$ cat src/hw/rtl/pdwr_pkg.sv
package pdwr_pkg;

	localparam int NUM_DOMAINS_DEF = 9;
	localparam int COUNT_BITS_DEF  = 8;

	localparam int MASK_W    = 9;
	localparam int OFFSET_W  = 21;
	localparam int ACTION_W  = 2;
	localparam int GEN_W     = 4;
	localparam int CFG_IDX_W = 1;
	localparam int CFG_DW    = 9;

	// request actions
	localparam logic [ACTION_W-1:0] ACT_GET    = 2'd0;
	localparam logic [ACTION_W-1:0] ACT_PUT    = 2'd1;
	localparam logic [ACTION_W-1:0] ACT_ACCESS = 2'd2;

	// configuration register indexes
	localparam logic [CFG_IDX_W-1:0] REG_GENERATION = 1'b0;
	localparam logic [CFG_IDX_W-1:0] REG_PRESENT    = 1'b1;

	localparam logic [GEN_W-1:0]  GENERATION_RST = 4'd9;
	localparam logic [MASK_W-1:0] PRESENT_RST    = 9'd7;

	localparam logic [GEN_W-1:0] GEN_SINGLE     = 4'd8;
	localparam logic [GEN_W-1:0] GEN_PER_ENGINE = 4'd11;

	// domain bits
	localparam logic [MASK_W-1:0] D_NONE   = 9'h000;
	localparam logic [MASK_W-1:0] D_RENDER = 9'h001;
	localparam logic [MASK_W-1:0] D_GT     = 9'h002;
	localparam logic [MASK_W-1:0] D_MEDIA  = 9'h004;
	localparam logic [MASK_W-1:0] D_VD0    = 9'h008;
	localparam logic [MASK_W-1:0] D_VD1    = 9'h010;
	localparam logic [MASK_W-1:0] D_VD2    = 9'h020;
	localparam logic [MASK_W-1:0] D_VD3    = 9'h040;
	localparam logic [MASK_W-1:0] D_VE0    = 9'h080;
	localparam logic [MASK_W-1:0] D_VE1    = 9'h100;

	typedef struct packed {
		logic capture;  // latch the accepted request
		logic commit;   // update counts and load the result register
	} pdwr_cmd_t;

	function automatic logic in_rng(
		input logic [OFFSET_W-1:0] r,
		input logic [OFFSET_W-1:0] lo,
		input logic [OFFSET_W-1:0] hi
	);
		return (r >= lo) && (r < hi);
	endfunction

	// Range map: first match wins; unmapped offsets select all present domains.
	function automatic logic [MASK_W-1:0] decode_offset(
		input logic [GEN_W-1:0]    gen,
		input logic [OFFSET_W-1:0] r,
		input logic [MASK_W-1:0]   present
	);
		logic per_engine;
		per_engine = (gen >= GEN_PER_ENGINE);
		if (in_rng(r, 21'h040000, 21'h100000)) return D_NONE;
		if (in_rng(r, 21'h0c0000, 21'h0e0000)) return D_NONE;
		if (in_rng(r, 21'h101000, 21'h102000)) return D_NONE;
		if (gen == GEN_SINGLE) return D_RENDER;
		if (per_engine) begin
			if (in_rng(r, 21'h1c0000, 21'h1c4000)) return D_VD0;
			if (in_rng(r, 21'h1c4000, 21'h1c8000)) return D_VD1;
			if (in_rng(r, 21'h1c8000, 21'h1cc000)) return D_VE0;
			if (in_rng(r, 21'h1d0000, 21'h1d4000)) return D_VD2;
			if (in_rng(r, 21'h1d4000, 21'h1d8000)) return D_VD3;
			if (in_rng(r, 21'h1d8000, 21'h1dc000)) return D_VE1;
			if (in_rng(r, 21'h190000, 21'h1a0000)) return D_NONE;
		end
		if (in_rng(r, 21'h002000, 21'h004000)) return D_RENDER;
		if (in_rng(r, 21'h004000, 21'h005000)) return D_GT;
		if (in_rng(r, 21'h005000, 21'h008000)) return D_RENDER;
		if (in_rng(r, 21'h008000, 21'h008300)) return D_GT;
		if (in_rng(r, 21'h008300, 21'h008500)) return D_RENDER;
		if (in_rng(r, 21'h008500, 21'h00b000)) return D_GT;
		if (in_rng(r, 21'h00b000, 21'h00b480)) return D_RENDER;
		if (in_rng(r, 21'h00b480, 21'h00d000)) return D_GT;
		if (in_rng(r, 21'h00d000, 21'h00d800)) return D_NONE;
		if (in_rng(r, 21'h00d800, 21'h00e000)) return D_GT;
		if (in_rng(r, 21'h00e000, 21'h012000)) return D_RENDER;
		if (!per_engine && in_rng(r, 21'h012000, 21'h014000)) return D_MEDIA;
		if (in_rng(r, 21'h014000, 21'h01a000)) return D_GT;
		if (!per_engine && in_rng(r, 21'h01a000, 21'h01c000)) return D_MEDIA;
		if (in_rng(r, 21'h01c000, 21'h040000)) return D_GT;
		return present;
	endfunction

endpackage

$ cat src/hw/rtl/pdwr_if.sv
interface pdwr_req_if;
	import pdwr_pkg::*;
	logic                valid;
	logic                ready;
	logic [ACTION_W-1:0] action;
	logic [MASK_W-1:0]   domain_mask;
	logic [OFFSET_W-1:0] reg_offset;

	modport source (output valid, action, domain_mask, reg_offset, input ready);
	modport sink   (input valid, action, domain_mask, reg_offset, output ready);
endinterface

interface pdwr_rsp_if;
	import pdwr_pkg::*;
	logic              valid;
	logic              ready;
	logic [MASK_W-1:0] domains;
	logic [MASK_W-1:0] woken;
	logic [MASK_W-1:0] released;
	logic [MASK_W-1:0] held;
	logic              saturated;

	modport source (output valid, domains, woken, released, held, saturated, input ready);
	modport sink   (input valid, domains, woken, released, held, saturated, output ready);
endinterface

$ cat src/hw/rtl/power_domain_wake_refcounter_core.sv
// A request beat is taken into the request registers while the controller is idle;
// its response beat is loaded into the response register once that register is free.
// A new request beat is not taken until the current one is committed; the
// capture/compute handshake of the controller sets this, and a stalled
// response holds the compute step. Reset: arst_n clears all counts, sets
// generation to 9 and present domains to 0x007, and empties the response register.
module power_domain_wake_refcounter_core import pdwr_pkg::*; #(
	parameter int NUM_DOMAINS = NUM_DOMAINS_DEF,
	parameter int COUNT_BITS  = COUNT_BITS_DEF
) (
	input  logic                 clk,
	input  logic                 arst_n,
	input  logic                 cfg_we,
	input  logic [CFG_IDX_W-1:0] cfg_idx,
	input  logic [CFG_DW-1:0]    cfg_wdata,
	pdwr_req_if.sink             req,
	pdwr_rsp_if.source           rsp
);

	pdwr_cmd_t cmd;

	// Controller: takes a request beat while idle, then commits it once the
	// response register can take the result.
	pdwr_ctrl u_ctrl (
		.clk       (clk),
		.arst_n    (arst_n),
		.in_valid  (req.valid),
		.in_ready  (req.ready),
		.out_valid (rsp.valid),
		.out_ready (rsp.ready),
		.cmd       (cmd)
	);

	// Datapath: config registers, per-domain reference counters, offset
	// decode and the response register.
	pdwr_dpath #(
		.NUM_DOMAINS (NUM_DOMAINS),
		.COUNT_BITS  (COUNT_BITS)
	) u_dpath (
		.clk           (clk),
		.arst_n        (arst_n),
		.cmd           (cmd),
		.cfg_we        (cfg_we),
		.cfg_idx       (cfg_idx),
		.cfg_wdata     (cfg_wdata),
		.in_action     (req.action),
		.in_mask       (req.domain_mask),
		.in_offset     (req.reg_offset),
		.out_domains   (rsp.domains),
		.out_woken     (rsp.woken),
		.out_released  (rsp.released),
		.out_held      (rsp.held),
		.out_saturated (rsp.saturated)
	);

endmodule

$ cat src/hw/rtl/pdwr_ctrl.sv
module pdwr_ctrl import pdwr_pkg::*; (
	input  logic      clk,
	input  logic      arst_n,
	input  logic      in_valid,
	output logic      in_ready,
	output logic      out_valid,
	input  logic      out_ready,
	output pdwr_cmd_t cmd
);

	localparam logic ST_IDLE = 1'b0;
	localparam logic ST_CALC = 1'b1;

	logic state_q;
	logic out_valid_q;

	assign in_ready    = (state_q == ST_IDLE);
	assign cmd.capture = in_valid && in_ready;
	// commit only when the result register is free or drains this cycle
	assign cmd.commit  = (state_q == ST_CALC) && (!out_valid_q || out_ready);
	assign out_valid   = out_valid_q;

	always_ff @(posedge clk or negedge arst_n) begin
		if (!arst_n) begin
			state_q     <= ST_IDLE;
			out_valid_q <= 1'b0;
		end else begin
			case (state_q)
				ST_IDLE: if (cmd.capture) state_q <= ST_CALC;
				ST_CALC: if (cmd.commit) state_q <= ST_IDLE;
				default: state_q <= ST_IDLE;
			endcase
			if (cmd.commit) begin
				out_valid_q <= 1'b1;
			end else if (out_ready) begin
				out_valid_q <= 1'b0;
			end
		end
	end

endmodule

$ cat src/hw/rtl/pdwr_dpath.sv
module pdwr_dpath import pdwr_pkg::*; #(
	parameter int NUM_DOMAINS = NUM_DOMAINS_DEF,
	parameter int COUNT_BITS  = COUNT_BITS_DEF
) (
	input  logic                 clk,
	input  logic                 arst_n,
	input  pdwr_cmd_t            cmd,
	input  logic                 cfg_we,
	input  logic [CFG_IDX_W-1:0] cfg_idx,
	input  logic [CFG_DW-1:0]    cfg_wdata,
	input  logic [ACTION_W-1:0]  in_action,
	input  logic [MASK_W-1:0]    in_mask,
	input  logic [OFFSET_W-1:0]  in_offset,
	output logic [MASK_W-1:0]    out_domains,
	output logic [MASK_W-1:0]    out_woken,
	output logic [MASK_W-1:0]    out_released,
	output logic [MASK_W-1:0]    out_held,
	output logic                 out_saturated
);

	// only the domains that fit the mask fields can ever be addressed
	localparam int DU = (NUM_DOMAINS < MASK_W) ? NUM_DOMAINS : MASK_W;
	localparam logic [MASK_W-1:0] DOM_ALL = MASK_W'((32'd1 << DU) - 32'd1);
	localparam logic [COUNT_BITS-1:0] CNT_MAX = {COUNT_BITS{1'b1}};

	logic [ACTION_W-1:0]   action_q;
	logic [MASK_W-1:0]     mask_q;
	logic [OFFSET_W-1:0]   offset_q;
	logic [GEN_W-1:0]      gen_q;
	logic [MASK_W-1:0]     present_q;
	logic [COUNT_BITS-1:0] count_q [DU];
	logic [COUNT_BITS-1:0] count_d [DU];

	logic [MASK_W-1:0] dom_sel;
	logic [MASK_W-1:0] dom;
	logic [MASK_W-1:0] woken;
	logic [MASK_W-1:0] released;
	logic [MASK_W-1:0] held;
	logic              sat;

	function automatic logic in_action_sel(input logic [ACTION_W-1:0] a);
		return (a == ACT_GET) || (a == ACT_PUT);
	endfunction

	always_comb begin
		case (in_action_sel(action_q))
			1'b1: dom_sel = mask_q;
			default: dom_sel = (action_q == ACT_ACCESS) ?
				decode_offset(gen_q, offset_q, present_q) : D_NONE;
		endcase
		dom      = dom_sel & present_q & DOM_ALL;
		woken    = '0;
		released = '0;
		held     = '0;
		sat      = 1'b0;
		for (int i = 0; i < DU; i++) begin
			count_d[i] = count_q[i];
			if (dom[i]) begin
				case (action_q)
					ACT_GET: begin
						if (count_q[i] == '0) woken[i] = 1'b1;
						if (count_q[i] == CNT_MAX) sat = 1'b1;
						else count_d[i] = count_q[i] + 1'b1;
					end
					ACT_PUT: begin
						if (count_q[i] != '0) begin
							count_d[i] = count_q[i] - 1'b1;
							if (count_q[i] == COUNT_BITS'(1)) released[i] = 1'b1;
						end
					end
					ACT_ACCESS: begin
						if (count_q[i] == '0) begin
							woken[i]    = 1'b1;
							released[i] = 1'b1;
						end
						if (count_q[i] == CNT_MAX) sat = 1'b1;
					end
					default: count_d[i] = count_q[i];
				endcase
			end
			held[i] = (count_d[i] != '0);
		end
	end

	always_ff @(posedge clk) begin
		if (cmd.capture) begin
			action_q <= in_action;
			mask_q   <= in_mask;
			offset_q <= in_offset;
		end
		if (cmd.commit) begin
			out_domains   <= dom;
			out_woken     <= woken;
			out_released  <= released;
			out_held      <= held;
			out_saturated <= sat;
		end
	end

	always_ff @(posedge clk or negedge arst_n) begin
		if (!arst_n) begin
			gen_q     <= GENERATION_RST;
			present_q <= PRESENT_RST;
		end else if (cfg_we) begin
			case (cfg_idx)
				REG_GENERATION: gen_q     <= cfg_wdata[GEN_W-1:0];
				REG_PRESENT:    present_q <= cfg_wdata[MASK_W-1:0];
				default:        gen_q     <= gen_q;
			endcase
		end
	end

	always_ff @(posedge clk or negedge arst_n) begin
		if (!arst_n) begin
			for (int i = 0; i < DU; i++) count_q[i] <= '0;
		end else if (cmd.commit) begin
			for (int i = 0; i < DU; i++) count_q[i] <= count_d[i];
		end
	end

endmodule

$ cat src/flat_wrapper.sv
// flat-port wrapper written by rule: the top's interface ports become plain ports
module power_domain_wake_refcounter_core_flat import pdwr_pkg::*;
#(
	parameter int NUM_DOMAINS = NUM_DOMAINS_DEF,
	parameter int COUNT_BITS  = COUNT_BITS_DEF
)
  (clk, arst_n, cfg_we, cfg_idx, cfg_wdata, req_valid, req_action, req_domain_mask, req_reg_offset, req_ready, rsp_valid, rsp_domains, rsp_woken, rsp_released, rsp_held, rsp_saturated, rsp_ready);
  pdwr_req_if req_i ();
  pdwr_rsp_if rsp_i ();
  input  logic clk;
  input  logic arst_n;
  input  logic cfg_we;
  input  logic [CFG_IDX_W-1:0] cfg_idx;
  input  logic [CFG_DW-1:0] cfg_wdata;
  input wire logic [$bits(req_i.valid)-1:0] req_valid;
  input wire logic [$bits(req_i.action)-1:0] req_action;
  input wire logic [$bits(req_i.domain_mask)-1:0] req_domain_mask;
  input wire logic [$bits(req_i.reg_offset)-1:0] req_reg_offset;
  output wire logic [$bits(req_i.ready)-1:0] req_ready;
  output wire logic [$bits(rsp_i.valid)-1:0] rsp_valid;
  output wire logic [$bits(rsp_i.domains)-1:0] rsp_domains;
  output wire logic [$bits(rsp_i.woken)-1:0] rsp_woken;
  output wire logic [$bits(rsp_i.released)-1:0] rsp_released;
  output wire logic [$bits(rsp_i.held)-1:0] rsp_held;
  output wire logic [$bits(rsp_i.saturated)-1:0] rsp_saturated;
  input wire logic [$bits(rsp_i.ready)-1:0] rsp_ready;
  assign req_i.valid = req_valid;
  assign req_i.action = req_action;
  assign req_i.domain_mask = req_domain_mask;
  assign req_i.reg_offset = req_reg_offset;
  assign req_ready = req_i.ready;
  assign rsp_valid = rsp_i.valid;
  assign rsp_domains = rsp_i.domains;
  assign rsp_woken = rsp_i.woken;
  assign rsp_released = rsp_i.released;
  assign rsp_held = rsp_i.held;
  assign rsp_saturated = rsp_i.saturated;
  assign rsp_i.ready = rsp_ready;
  power_domain_wake_refcounter_core #(.NUM_DOMAINS(NUM_DOMAINS), .COUNT_BITS(COUNT_BITS)) u_core (.clk(clk), .arst_n(arst_n), .cfg_we(cfg_we), .cfg_idx(cfg_idx), .cfg_wdata(cfg_wdata), .req(req_i), .rsp(rsp_i));
endmodule
$ cat config.mk
export PLATFORM = sky130hd
export DESIGN_NAME = power_domain_wake_refcounter_core_flat
export DESIGN_NICKNAME = d
export VERILOG_FILES = /design/src/hw/rtl/pdwr_pkg.sv /design/src/hw/rtl/pdwr_if.sv /design/src/hw/rtl/power_domain_wake_refcounter_core.sv /design/src/hw/rtl/pdwr_ctrl.sv /design/src/hw/rtl/pdwr_dpath.sv /design/src/flat_wrapper.sv
export SDC_FILE = /design/constraint.sdc
export NUM_CORES = 1
export LEC_CHECK = 0
export BUFFER_PORTS_ARGS = -buffer_cell sky130_fd_sc_hd__buf_4
export CAP_MARGIN = 15
export CORE_ASPECT_RATIO = 0.75
export CORE_UTILIZATION = 35
export CTS_CLUSTER_DIAMETER = 150
export DETAILED_ROUTE_END_ITERATION = 12
export PLACE_DENSITY = 0.5
export SETUP_SLACK_MARGIN = 0.02
export SYNTH_ARGS = -nofsm -noshare
export SYNTH_HDL_FRONTEND = slang
export SYNTH_SLANG_ARGS = --single-unit
$ cat constraint.sdc
create_clock -name clk -period 4 [get_ports clk]
set_input_delay 1 -clock clk [delete_from_list [all_inputs] [get_ports clk]]
set_output_delay 1 -clock clk [all_outputs]
set_load 0.005 [all_outputs]
Yosys cells after proc, flatten, opt, wreduce, memory -nomap -nowiden
Index checks and enable logic that the tools add are counted.

Register bits: 156. Bits in latches: 0. Bits in writable memories: 0. ROM bits: 0. Input port bits: 47. Output and inout port bits: 39. Word-level logic and storage cells: 751. Memories: 0.

Add/subtract/negate cells: 18. Multipliers: 0. Divide/modulo/power cells: 0. Order comparisons: 51. Eq/ne operators: 21. Shift-type cells: 0. Mux-type cells: 547. Bitwise operators: 3. Reductions and logical operators: 74.

Operators by type and width (number): 9-bit two-way mux (149); 1-bit two-way mux (352); 8-bit two-way mux (27); 21-bit < comparator (second input constant) (9); 21-bit by 16-bit >= comparator with 1-bit output (second input constant) (8); 21-bit >= comparator (second input constant) (8); 21-bit by 16-bit < comparator with 1-bit output (second input constant) (8); 8-bit case mux with 2 select lines (9); 8-bit nonzero test (18); 21-bit by 17-bit >= comparator with 1-bit output (second input constant) (4); 21-bit by 17-bit < comparator with 1-bit output (second input constant) (4); 8-bit by 1-bit adder with 8-bit output (second input constant) (9); 8-bit by 1-bit equality test with 1-bit output (second input constant) (9); 8-bit equality test (second input constant) (9); 8-bit logical NOT (9); 8-bit by 1-bit subtractor with 8-bit output (second input constant) (9); 21-bit by 15-bit >= comparator with 1-bit output (second input constant) (2); 21-bit by 15-bit < comparator with 1-bit output (second input constant) (2); 1-bit logical AND (29); 2-bit AND reduction (11); 21-bit by 14-bit >= comparator with 1-bit output (second input constant) (1); 21-bit by 19-bit >= comparator with 1-bit output (second input constant) (1); 21-bit by 20-bit >= comparator with 1-bit output (second input constant) (1); 21-bit by 19-bit < comparator with 1-bit output (second input constant) (1); other kinds (13) (25).

Depth between registers and ports, before layout
Gate-level depths: netlist of run 1.

Depth after elaboration: 318. Mapped depth: 12. Mapped depth without buffers: 10.

Cells and area by module
From an unflattened synthesis of run 1, not the netlist that was laid out.

Cell total of the unflattened synthesis: 1347. Area total of the unflattened synthesis: 11289.6 µm².

Modules (own cells, without submodules): pdwr_dpath (instances 1, cells each 1339, area each 11195.7 µm², sequential area each 3995.1 µm²); pdwr_ctrl (instances 1, cells each 8, area each 93.8 µm², sequential area each 50.0 µm²).

Worst setup path after synthesis of run 1
OpenSTA, ideal clock, no wires.

Kind: input to register. From: in rsp_ready. To: reg u_core.u_dpath.out_domains[0] (enable). Setup time: 0.415 ns. Arrival: 2.832 ns. Required time: 3.585 ns. Path slack: 0.753 ns. Stages on the path: 5. Path buffers: 2. Path through: nand2b_1 > nand2_1 > inv_1 > clkbuf_1 > buf_1.

RTL lines: start, declared (line flat_wrapper.sv:26) `input wire logic [$bits(rsp_i.ready)-1:0] rsp_ready;`; end signal, assigned (line pdwr_dpath.sv:92) `out_domains <= dom;`; end, declared (line pdwr_dpath.sv:14) `output logic [MASK_W-1:0] out_domains,`.

Worst setup path after layout of run 1
From: reg u_core.u_dpath.offset_q[14]. To: reg u_core.u_dpath.out_held[2] (data pin).

Cells in the longest elaborated chain, start to end: 153. Elaborated cells on any way between the ends: 517. Classes of those cells: order compare: 50; mux: 438; bitwise: 1; reduce/logical: 28.

Ends and longest elaborated chain: start, declared (line pdwr_dpath.sv:28) `logic [OFFSET_W-1:0] offset_q;`; start signal, assigned (line pdwr_dpath.sv:89) `offset_q <= in_offset;`; 21-bit by 20-bit >= comparator with 1-bit output / 21-bit by 20-bit < comparator with 1-bit output (equally long branches) (line pdwr_pkg.sv:50) `return (r >= lo) && (r < hi);`; 1-bit logical AND (line pdwr_pkg.sv:50); 9-bit two-way mux (line pdwr_pkg.sv:62) `if (in_rng(r, 21'h0c0000, 21'h0e0000)) return D_NONE;`; 9-bit two-way mux (line pdwr_pkg.sv:63) `if (in_rng(r, 21'h101000, 21'h102000)) return D_NONE;`; 9-bit two-way mux (3 in series); 9-bit two-way mux (2 in series) (line pdwr_pkg.sv:64) `if (gen == GEN_SINGLE) return D_RENDER;`; 9-bit two-way mux (line pdwr_pkg.sv:63); 9-bit two-way mux (line pdwr_pkg.sv:62); (+135 left out); 9-bit two-way mux (line pdwr_pkg.sv:63); 9-bit two-way mux * (line pdwr_pkg.sv:62); 9-bit two-way mux * (line pdwr_dpath.sv:48) `default: dom_sel = (action_q == ACT_ACCESS) ?`; 9-bit two-way mux * (line pdwr_dpath.sv:46) `case (in_action_sel(action_q))`; 9-bit AND * (line pdwr_dpath.sv:51) `dom = dom_sel & present_q & DOM_ALL;`; 8-bit two-way mux * (line pdwr_dpath.sv:58) `if (dom[i]) begin`; 8-bit nonzero test * (line pdwr_dpath.sv:81) `held[i] = (count_d[i] != '0);`; named net u_core.u_dpath.held[2] (line pdwr_dpath.sv:38) `logic [MASK_W-1:0] held;`; end signal, assigned (line pdwr_dpath.sv:95) `out_held <= held;`; end, declared (line pdwr_dpath.sv:17) `output logic [MASK_W-1:0] out_held,`.

Mark *: on every way through the listed nets, which the timed path passes. The rest lies on a longest branch. The select of a mux whose other input is x is not followed. A chain may end at the register's enable or synchronous reset.

==> results of run 1 <==
## final timing paths
kind                                             start                          end  cells past startpoint
min reg2reg                u_core.u_dpath.present_q[6]  u_core.u_dpath.present_q[6]                      1
max in group asynchronous                       arst_n      u_core.u_dpath.gen_q[3]                      2
min                        u_core.u_dpath.present_q[6]  u_core.u_dpath.present_q[6]                      1
min in group asynchronous                       arst_n   u_core.u_dpath.count_q[22]                      1
max reg2reg                u_core.u_dpath.offset_q[14]   u_core.u_dpath.out_held[2]                      8
max                        u_core.u_dpath.offset_q[14]   u_core.u_dpath.out_held[2]                      8
## metal layers
metal  vias up  wire length [um]  track usage
met5         -                 0            0
met4         0               774       0.0762
met3        51              2830       0.0437
met2       472             14600        0.318
met1      5107             17900        0.340
li1       5201                 -            -
## placed cells by master (no fill, tap or decap), types with 7 or more instances in the layout
| master | instances |
|---|---|
| a211oi_1 | 7 |
| a21o_1 | 7 |
| a21oi_1 | 87 |
| a22oi_1 | 15 |
| a31oi_1 | 24 |
| and2_1 | 7 |
| and3_1 | 24 |
| and4_1 | 9 |
| buf_4 | 96 |
| clkbuf_16 | 18 |
| dfrtp_1 | 82 |
| edfxtp_1 | 62 |
| ha_1 | 38 |
| inv_1 | 39 |
| mux2_2 | 16 |
| mux2i_1 | 8 |
| nand2_1 | 170 |
| nand2b_1 | 10 |
| nand3_1 | 66 |
| nand4_1 | 36 |
| nor2_1 | 115 |
| nor3_1 | 58 |
| nor3b_1 | 10 |
| nor4_1 | 21 |
| o211ai_1 | 12 |
| o21a_1 | 10 |
| o21ai_0 | 132 |
| o22ai_1 | 14 |
| o31ai_1 | 14 |
| or3_1 | 12 |
| or4_1 | 7 |
| xnor2_1 | 14 |
| xor2_1 | 8 |
## registers in the layout, summed over array words and instances (netlist names)
register and count:
u_core.u_dpath.gen_q 4, u_core.u_dpath.count_q 72, u_core.u_dpath.out_domains 9, u_core.u_dpath.out_released 9
u_core.u_dpath.action_q 2, u_core.u_dpath.offset_q 14, u_core.u_dpath.out_held 9, u_core.u_dpath.present_q 9
u_core.u_dpath.mask_q 9, u_core.u_dpath.out_woken 9, u_core.u_ctrl.state_q 1, u_core.u_ctrl.out_valid 1
u_core.u_dpath.out_saturated 1
## layout make-up
| cell class | instances | area [um2] | area share |
|---|---|---|---|
| Multi-Input combinational cell | 1090 | 6650 | 0.523 |
| Sequential cell | 149 | 4050 | 0.318 |
| Timing Repair Buffer | 98 | 761 | 0.0599 |
| Tap cell | 406 | 508 | 0.0400 |
| Clock buffer | 20 | 478 | 0.0376 |
| Inverter | 42 | 159 | 0.0125 |
| Clock inverter | 12 | 106 | 0.00837 |
## power by group through the flow
stage / Sequential [mW] / Clock (mW) / Combinational, mW
after floorplan: 2.40 / 0 / 2.87
after global placement: 2.85 / 0 / 3.64
after detailed placement: 2.83 / 0 / 3.64
after CTS: 2.81 / 1.67 / 3.66
after global routing: 2.93 / 1.73 / 4.14
final: 2.84 / 1.63 / 3.70
## per-stage QoR
step                      instance area [um2]  instances  setup slack, ns  power [mW]
after CTS                               12700       1817            0.724        8.15
final                                   12700       1817            0.718        8.16
after detailed placement                12100       1785            0.728        6.48
after global placement                  12100       1785            0.699        6.48
after floorplan                         11200       1368            0.753        5.28
after global routing                    12700       1817            0.357        8.80
## critical path: stages (launching register included)
cell and delay [ns]:
edfxtp_1 0.76, or4_1 0.24, o211ai_1 0.10, nor4_1 0.74, nor2_1 0.16, a31oi_2 0.47, a31oi_1 0.07, nor4_1 0.35
nand3_1 0.13
## logic make-up after synthesis
kind of cell,count (synthesis),share of synthesized area
and+or+nand+nor,592,0.267
xor gates and xnor gates,22,0.0172
AOI/OAI and AO/OA,413,0.242
muxes,24,0.0233
buffers and inverters,129,0.0452
DFF,149,0.361
adders and majority gates,39,0.0436
==> results.yml, run 1 <==
status:
  status: "completed"
synth:
  synth.most_common_cell: "nand2_1"
  synth_cells: 1368
  synth.avg_cell_area_um2: 8.18
  ys_top_cells_by_area: "dfrtp_1 18%, edfxtp_1 17%, o21ai_0 5.9%, nand2_1 5.7%, ha_1 4.4%"
  ys_seq_area_frac: 0.361
  ys_types: 97
  synth_top_area_cell: "dfrtp_1"
  synth_nets: 1454
  synth_ff_type: "dfrtp_1"
  ys_ff_latch: 149
  yosysWarnings: 0
  netlist_area_um2: 11200
  synth_top_area_frac: 0.183
  netlist_top_cells_count: "171 x nand2_1, 132 x o21ai_0, 115 x nor2_1"
  synth_edf_count: 62
  ys_async_sr_fraction: 0.584
clock_tree:
  cts_buffers: 17
  path_clk_slew_ns: 0.07
  cts_setup_buffers: 0
  tritoncts: "built"
  h-tree-depth: 4
  clock_sinks: 149
  clockBufferDepth: 2
  ctsHoldBuffers: 0
  root_buffer: "clkbuf_16"
  cts_resized: 0
  insertion_delay_ns: 0.45
setup_path:
  worst_ep_arrival_time_ns: 3.47
  ff2ff_setup_slack_ns: 0.72
  path_max_fanout: 21
  criticalPathCategory: "reg2reg"
  worstSetupStartpointType: "flip-flop"
  end_kind: "flip-flop"
  cp.required_ns: 4.19
sta:
  fmax_mhz: 305
  tightest_slew_ns: 0.894
  worst_hold_slack_ns: 0.531
  max-slew-margin-rel: 0.399
  slew_violations: 0
  rsz0062_at_grt: "false"
  fin_crit_ns: 3.28
  skew_ns: 0.0171
  hold_viol: 0
  min_period_over_period: 0.820
  setup_viol: 0
  finalSetupTns_ns: 0
route:
  route.detailed.drc: 0
  ant_nets: 0
  detail_route.wl_per_cell_um: 19.9
  routed_wl_um: 36100
  drt_pass1_iterations: 5
  drtIter0Drc: 1027
  viasPerCell: 5.96
  vias: 10800
global_routing:
  grt_pass1_vias: 9971
  grt_util_all_layers: 0.226
  grt_pass1_wl_um: 57600
  gr-total-overflow: 0
  antenna_found_initial: 1
  grt_start_max_net_pins: 58
power:
  peakVddDrop_mv: 0.236
  switchingPower_mw: 3.77
  p_per_area_nw_per_um2: 643
  netSwitchingFraction: 0.462
  p_seq_frac: 0.347
  pwr-share-comb: 0.453
  p_clk_frac: 0.200
  leakagePower_nw: 4.72
  p_int_mw: 4.39
flow_run:
  cap_violations: 0
floorplan:
  start_util: 0.357
  rows: 56
  die_h_um: 157
  die_area_um2: 32700
  die_w_um: 208
  io_pins: 86
  coreArea_um2: 31400
cells_and_area:
  nets: 1484
  area_growth_syn_to_layout_pct: 13.5
  fillers: 3173
  fin_util: 0.405
  drive_gt1_frac: 0.137
  antenna_cells: 0
place:
  place_congestion: 0.916
  hpwlAfterDp_um: 25400
  port_buffers: 78
hold_path:
  min_path_type: "reg2reg"
Power figures use the tool's default switching activity.
==> inputs of run 2 (changes only) <==
--- a/config.mk
+++ b/config.mk
@@ -11,7 +11,7 @@
 export CORE_UTILIZATION = 35
 export CTS_CLUSTER_DIAMETER = 150
 export DETAILED_ROUTE_END_ITERATION = 12
-export PLACE_DENSITY = 0.5
+export PLACE_DENSITY = 0.52
 export SETUP_SLACK_MARGIN = 0.02
 export SYNTH_ARGS = -nofsm -noshare
 export SYNTH_HDL_FRONTEND = slang
==> constraint.sdc (replaced) <==
create_clock -name clk -period 2.84 [get_ports clk]
set_input_delay 0.71 -clock clk [delete_from_list [all_inputs] [get_ports clk]]
set_output_delay 0.71 -clock clk [all_outputs]
set_load 0.005 [all_outputs]
==> run 2 against run 1 <==
Clock power rose by 34%. Wire length rose by 3.5%. Critical endpoint is now u_core.u_dpath.out_woken[3]. Highest routed layer unchanged. Utilization rose by 3.2 points. Sequential power rose by 32%. Non-clock buffer count rose by 119. Total power rose by 48%. Sequential share of layout area fell by 2.3 points. Die area did not move. Count of clock-buffer cells in the layout rose by 1. Global-route usage rose by 0.42 points. Final cell count rose by 6.6%. Combinational power rose by 65%.
==> results.yml, run 2 (synthesis gave the netlist of run 1 again) <==
status:
  status: "completed"
setup_path:
  reg2reg_from: "u_core.u_dpath.offset_q[8]"
  end_kind: "flip-flop"
  cp.required_ns: 3.04
  r2r_end: "u_core.u_dpath.out_woken[3]"
  path_max_fanout: 7
  ff2ff_setup_slack_ns: 0.07
  criticalPathCategory: "reg2reg"
  worst_ep_arrival_time_ns: 2.97
  worstRegToRegCells: 8
  worstSetupStartpointType: "flip-flop"
place:
  place_congestion: 0.961
  hpwlAfterDp_um: 27300
  port_buffers: 78
sta:
  tightest_slew_ns: 0.620
  rsz0062_at_grt: "true"
  finalSetupTns_ns: 0
  hold_viol: 0
  max-slew-margin-rel: 0.583
  setup_viol: 0
  fin_crit_ns: 2.77
  skew_ns: 0.0117
  slew_violations: 0
  fmax_mhz: 360
  min_period_over_period: 0.977
cells_and_area:
  nets: 1603
  reg_top3: "u_core.u_dpath.count_q: 72 flops, u_core.u_dpath.offset_q: 14 flops"
  fillers: 3126
  area_growth_syn_to_layout_pct: 22.6
  final_common_cell: "buf_4"
  seq_area_um2: 4050
  top_register: "u_core.u_dpath.count_q"
  drive_gt1_frac: 0.216
  mostFrequentLayoutCells: "214 x buf_4, 169 x nand2_1, 128 x o21ai_0, 115 x nor2_1, 83 x a21oi_1"
  multi_input_area_um2: 6780
  largest_reg_flops: 72
power:
  leakagePower_nw: 5.31
  power.total_mw: 12.1
  p_clk_frac: 0.181
  netSwitchingFraction: 0.448
  peakVddDrop_mv: 0.409
  p_per_area_nw_per_um2: 879
  pwr-share-comb: 0.508
  p_seq_frac: 0.311
  switchingPower_mw: 5.40
  p_int_mw: 6.65
clock_tree:
  root_buffer: "clkbuf_16"
  cts_buffers: 17
  ctsHoldBuffers: 0
  h-tree-depth: 4
  insertion_delay_ns: 0.45
  path_clk_slew_ns: 0.07
  tritoncts: "built"
  clock_sinks: 149
  clockBufferDepth: 2
floorplan:
  rows: 56
  coreArea_um2: 31400
  die_w_um: 208
  start_util: 0.357
  io_pins: 86
  die_area_um2: 32700
  die_h_um: 157
global_routing:
  grt_pass1_vias: 10300
  grt_util_all_layers: 0.230
  grt_pass1_wl_um: 58400
  grt_start_max_net_pins: 58
  gr-total-overflow: 0
  antenna_found_initial: 0
route:
  route.detailed.drc: 0
  drtIter0Drc: 1330
  viasPerCell: 5.90
  vias: 11400
  routed_wl_um: 37400
  ant_nets: 0
  detail_route.wl_per_cell_um: 19.3
  drt_pass1_iterations: 7
flow_run:
  cap_violations: 0
hold_path:
  min_path_type: "in2async"
[run 2: layout make-up]
type / count / area share
antenna: 1 / 0.000182
clock buffer: 21 / 0.0328
clock inverter: 11 / 0.00748
inverter: 42 / 0.0119
multi-input combinational: 1090 / 0.494
sequential: 149 / 0.295
tap: 406 / 0.0370
timing repair buffer: 217 / 0.122
[run 2: worst max-delay path by stage]
stage | from | slack [ns] | to | cells after the start
floorplan | u_core.u_dpath.count_q[64] | 0.22 | u_core.u_dpath.out_held[0] | 9
global placement | u_core.u_dpath.offset_q[20] | -0.08 | u_core.u_dpath.out_woken[1] | 8
detailed placement | u_core.u_dpath.offset_q[13] | -0.1 | u_core.u_dpath.out_woken[1] | 9
CTS | u_core.u_dpath.offset_q[13] | 0.01 | u_core.u_dpath.count_q[19] | 9
global route | u_core.u_dpath.offset_q[13] | -0.08 | u_core.u_dpath.out_woken[6] | 9
finish | u_core.u_dpath.offset_q[8] | 0.07 | u_core.u_dpath.out_woken[3] | 8
[run 2: metal layers]
metal | vias up | part of all wire | routed length, um | GRT usage
li1 | 5436 | - | - | -
met3 | 35 | 0.078 | 2930 | 0.0419
met2 | 515 | 0.42 | 15600 | 0.331
met4 | 0 | 0.013 | 482 | 0.0642
met1 | 5443 | 0.49 | 18400 | 0.346
met5 | - | 0 | 0 | 0
[run 2: power groups by stage]
stage | Clock, mW | Combinational [mW] | Sequential, mW
6_report | 2.18 | 6.12 | 3.75
3_5_place_dp | 0 | 5.94 | 3.75
2_1_floorplan | 0 | 4.05 | 3.38
4_1_cts | 2.25 | 5.97 | 3.72
3_3_place_gp | 0 | 5.92 | 3.75
5_1_grt | 2.33 | 6.74 | 3.84
[run 2: worst max-delay path, cell delays in order, from the launching register on]
cell,delay (ns)
edfxtp_1,0.41
or3_1,0.41
a2111oi_1,0.42
o211a_1,0.29
nor3_4,0.10
a22oi_1,0.40
o21ai_4,0.16
nor3b_1,0.18
buf_4,0.16
[run 2: what timing repair did]
action	in CTS	in global routing
endpoints found under the setup margin	13	42
setup buffers	0	3
resized for setup	3	30
pin swaps	0	8
[run 2: stage by stage]
step | worst slack (ns) | instances | cell area (um2) | util | hold WS, ns
after floorplan | 0.223 | 1368 | 11200 | - | 0.414
after global placement | -0.0804 | 1901 | 13000 | 0.414 | 0.509
after detailed placement | -0.0965 | 1901 | 13000 | 0.414 | 0.519
after CTS | 0.0120 | 1933 | 13600 | 0.432 | 0.245
after global routing | -0.0826 | 1936 | 13700 | 0.437 | 0.261
final | 0.0651 | 1937 | 13700 | 0.437 | 0.243
==> inputs of run 3 (changes only) <==
--- a/config.mk
+++ b/config.mk
@@ -7,7 +7,6 @@
 export LEC_CHECK = 0
 export BUFFER_PORTS_ARGS = -buffer_cell sky130_fd_sc_hd__buf_4
 export CAP_MARGIN = 15
-export CORE_ASPECT_RATIO = 0.75
 export CORE_UTILIZATION = 35
 export CTS_CLUSTER_DIAMETER = 150
 export DETAILED_ROUTE_END_ITERATION = 12
==> run 3 against run 2 <==
Clock skew is 0.0041 ns higher. Final cell count is 0.26% lower. Non-clock buffer count stayed put. Clock power is 7% higher. First-iteration DRC count is 19% lower. Critical path type unchanged. Largest cell class unchanged. Largest power group unchanged.
==> results.yml, run 3 (synthesis gave the netlist of run 1 again) <==
status:
  status: "completed"
clock_tree:
  cts_buffers: 17
  tritoncts: "built"
  path_clk_slew_ns: 0.07
  insertion_delay_ns: 0.44
  clockBufferDepth: 2
  clock_sinks: 149
  h-tree-depth: 4
  root_buffer: "clkbuf_16"
  ctsHoldBuffers: 0
place:
  dp_slack_ns: -0.114
  hpwlAfterDp_um: 26200
  place_congestion: 0.894
  port_buffers: 78
floorplan:
  coreArea_um2: 31500
  rows: 65
  io_pins: 86
  die_h_um: 181
  start_util: 0.356
  die_area_um2: 32700
  die_w_um: 181
cells_and_area:
  mostFrequentLayoutCells: "208 x buf_4, 168 x nand2_1, 129 x o21ai_0, 113 x nor2_1, 84 x a21oi_1"
  nets: 1603
  area_growth_syn_to_layout_pct: 23.3
  final_common_cell: "buf_4"
  reg_top3: "u_core.u_dpath.count_q: 72 flops, u_core.u_dpath.offset_q: 14 flops"
  multi_input_area_um2: 6780
  seq_area_um2: 4050
  drive_gt1_frac: 0.218
  largest_reg_flops: 72
  antenna_cells: 0
  fillers: 3101
  fin_util: 0.439
  top_register: "u_core.u_dpath.count_q"
sta:
  worst_hold_slack_ns: 0.191
  skew_ns: 0.0158
  worst_slack_ns: 0.0937
  min_period_over_period: 0.967
  max-slew-margin-rel: 0.470
  setup_viol: 0
  tightest_slew_ns: 0.791
  slew_violations: 0
  rsz0062_at_grt: "true"
  fmax_mhz: 364
  fin_crit_ns: 2.75
  finalSetupTns_ns: 0
  hold_viol: 0
setup_path:
  critical_path_buf_inv_count: 3
  path_delay_family: "simple AND/OR/NAND/NOR gates"
  crit_slowest_cell: "or4_4"
  worst_ep_arrival_time_ns: 2.94
  path_max_fanout: 5
  cp.required_ns: 3.04
  crit_chain: "buf_4 > or4_4 > or3_4 > o22ai_4 > nor3_4 > a31oi_4 > buf_4 > a21oi_4 > buf_12 > and4bb_2"
  crit_top_cell: "buf_4"
  worstSetupStartpointType: "flip-flop"
  critPathMaxStageDelay_ns: 0.47
  end_kind: "flip-flop"
  criticalPathCategory: "reg2reg"
global_routing:
  grt_util_all_layers: 0.222
  grt_pass1_wl_um: 57800
  grt_pass1_vias: 10500
  antenna_found_initial: 0
  gr-total-overflow: 0
  grt_start_max_net_pins: 58
route:
  vias: 11400
  ant_nets: 0
  detail_route.wl_per_cell_um: 18.9
  route.detailed.drc: 0
  drtIter0Drc: 1077
  routed_wl_um: 36400
  viasPerCell: 5.88
  drt_pass1_iterations: 6
flow_run:
  cap_violations: 0
power:
  p_per_area_nw_per_um2: 884
  peakVddDrop_mv: 0.398
  leakagePower_nw: 5.36
hold_path:
  min_path_type: "in2async"
run 3: routing by layer:
layer  routed length, um  global-route usage
met1               17100               0.312
met5                   0                   0
met3                1950              0.0314
met4                 831              0.0749
met2               16600               0.349
run 3: final timing paths:
path,startpoint,to,slack [ns],cells after the start
max in group asynchronous,arst_n,u_core.u_dpath.present_q[1],1.91,2
worst max register to register,u_core.u_dpath.offset_q[17],u_core.u_dpath.out_released[8],0.09,10
worst min-delay path,arst_n,u_core.u_dpath.count_q[16],0.19,1
worst min register to register,u_core.u_dpath.count_q[2],u_core.u_dpath.count_q[2],0.51,2
min in group clk,req_reg_offset[19],u_core.u_dpath.offset_q[19],0.44,1
worst max-delay path,u_core.u_dpath.offset_q[17],u_core.u_dpath.out_released[8],0.09,10
run 3: cell type report:
cell class / count / area share
clock buffer: 19 / 0.0321
clock inverter: 13 / 0.0109
inverter: 42 / 0.0115
multi-input combinational: 1090 / 0.491
sequential: 149 / 0.293
tap: 402 / 0.0364
timing repair buffer: 217 / 0.125
run 3: power breakdown:
part	total [mW]	internal [mW]	switching, mW	leakage [nW]
Clock	2.34	1.33	1.01	0.285
Sequential	3.73	2.96	0.776	1.66
Combinational	6.12	2.49	3.63	3.41
Total	12.2	6.78	5.42	5.36
run 3: per-stage QoR:
step / instance area (um2) / total power, mW / instances
after floorplan: 11200 / 7.43 / 1368
after global placement: 13000 / 9.68 / 1893
after detailed placement: 13000 / 9.68 / 1893
after CTS: 13600 / 12.1 / 1925
after global routing: 13800 / 13.1 / 1932
final: 13800 / 12.2 / 1932
run 3: timing repair:
action / 4_1_cts / 5_1_grt
gates resized for setup: 2 / 32
buffers inserted: 0 / 7
endpoints found under the setup margin: 4 / 33
pin swaps: 0 / 9
cloned: 0 / 0
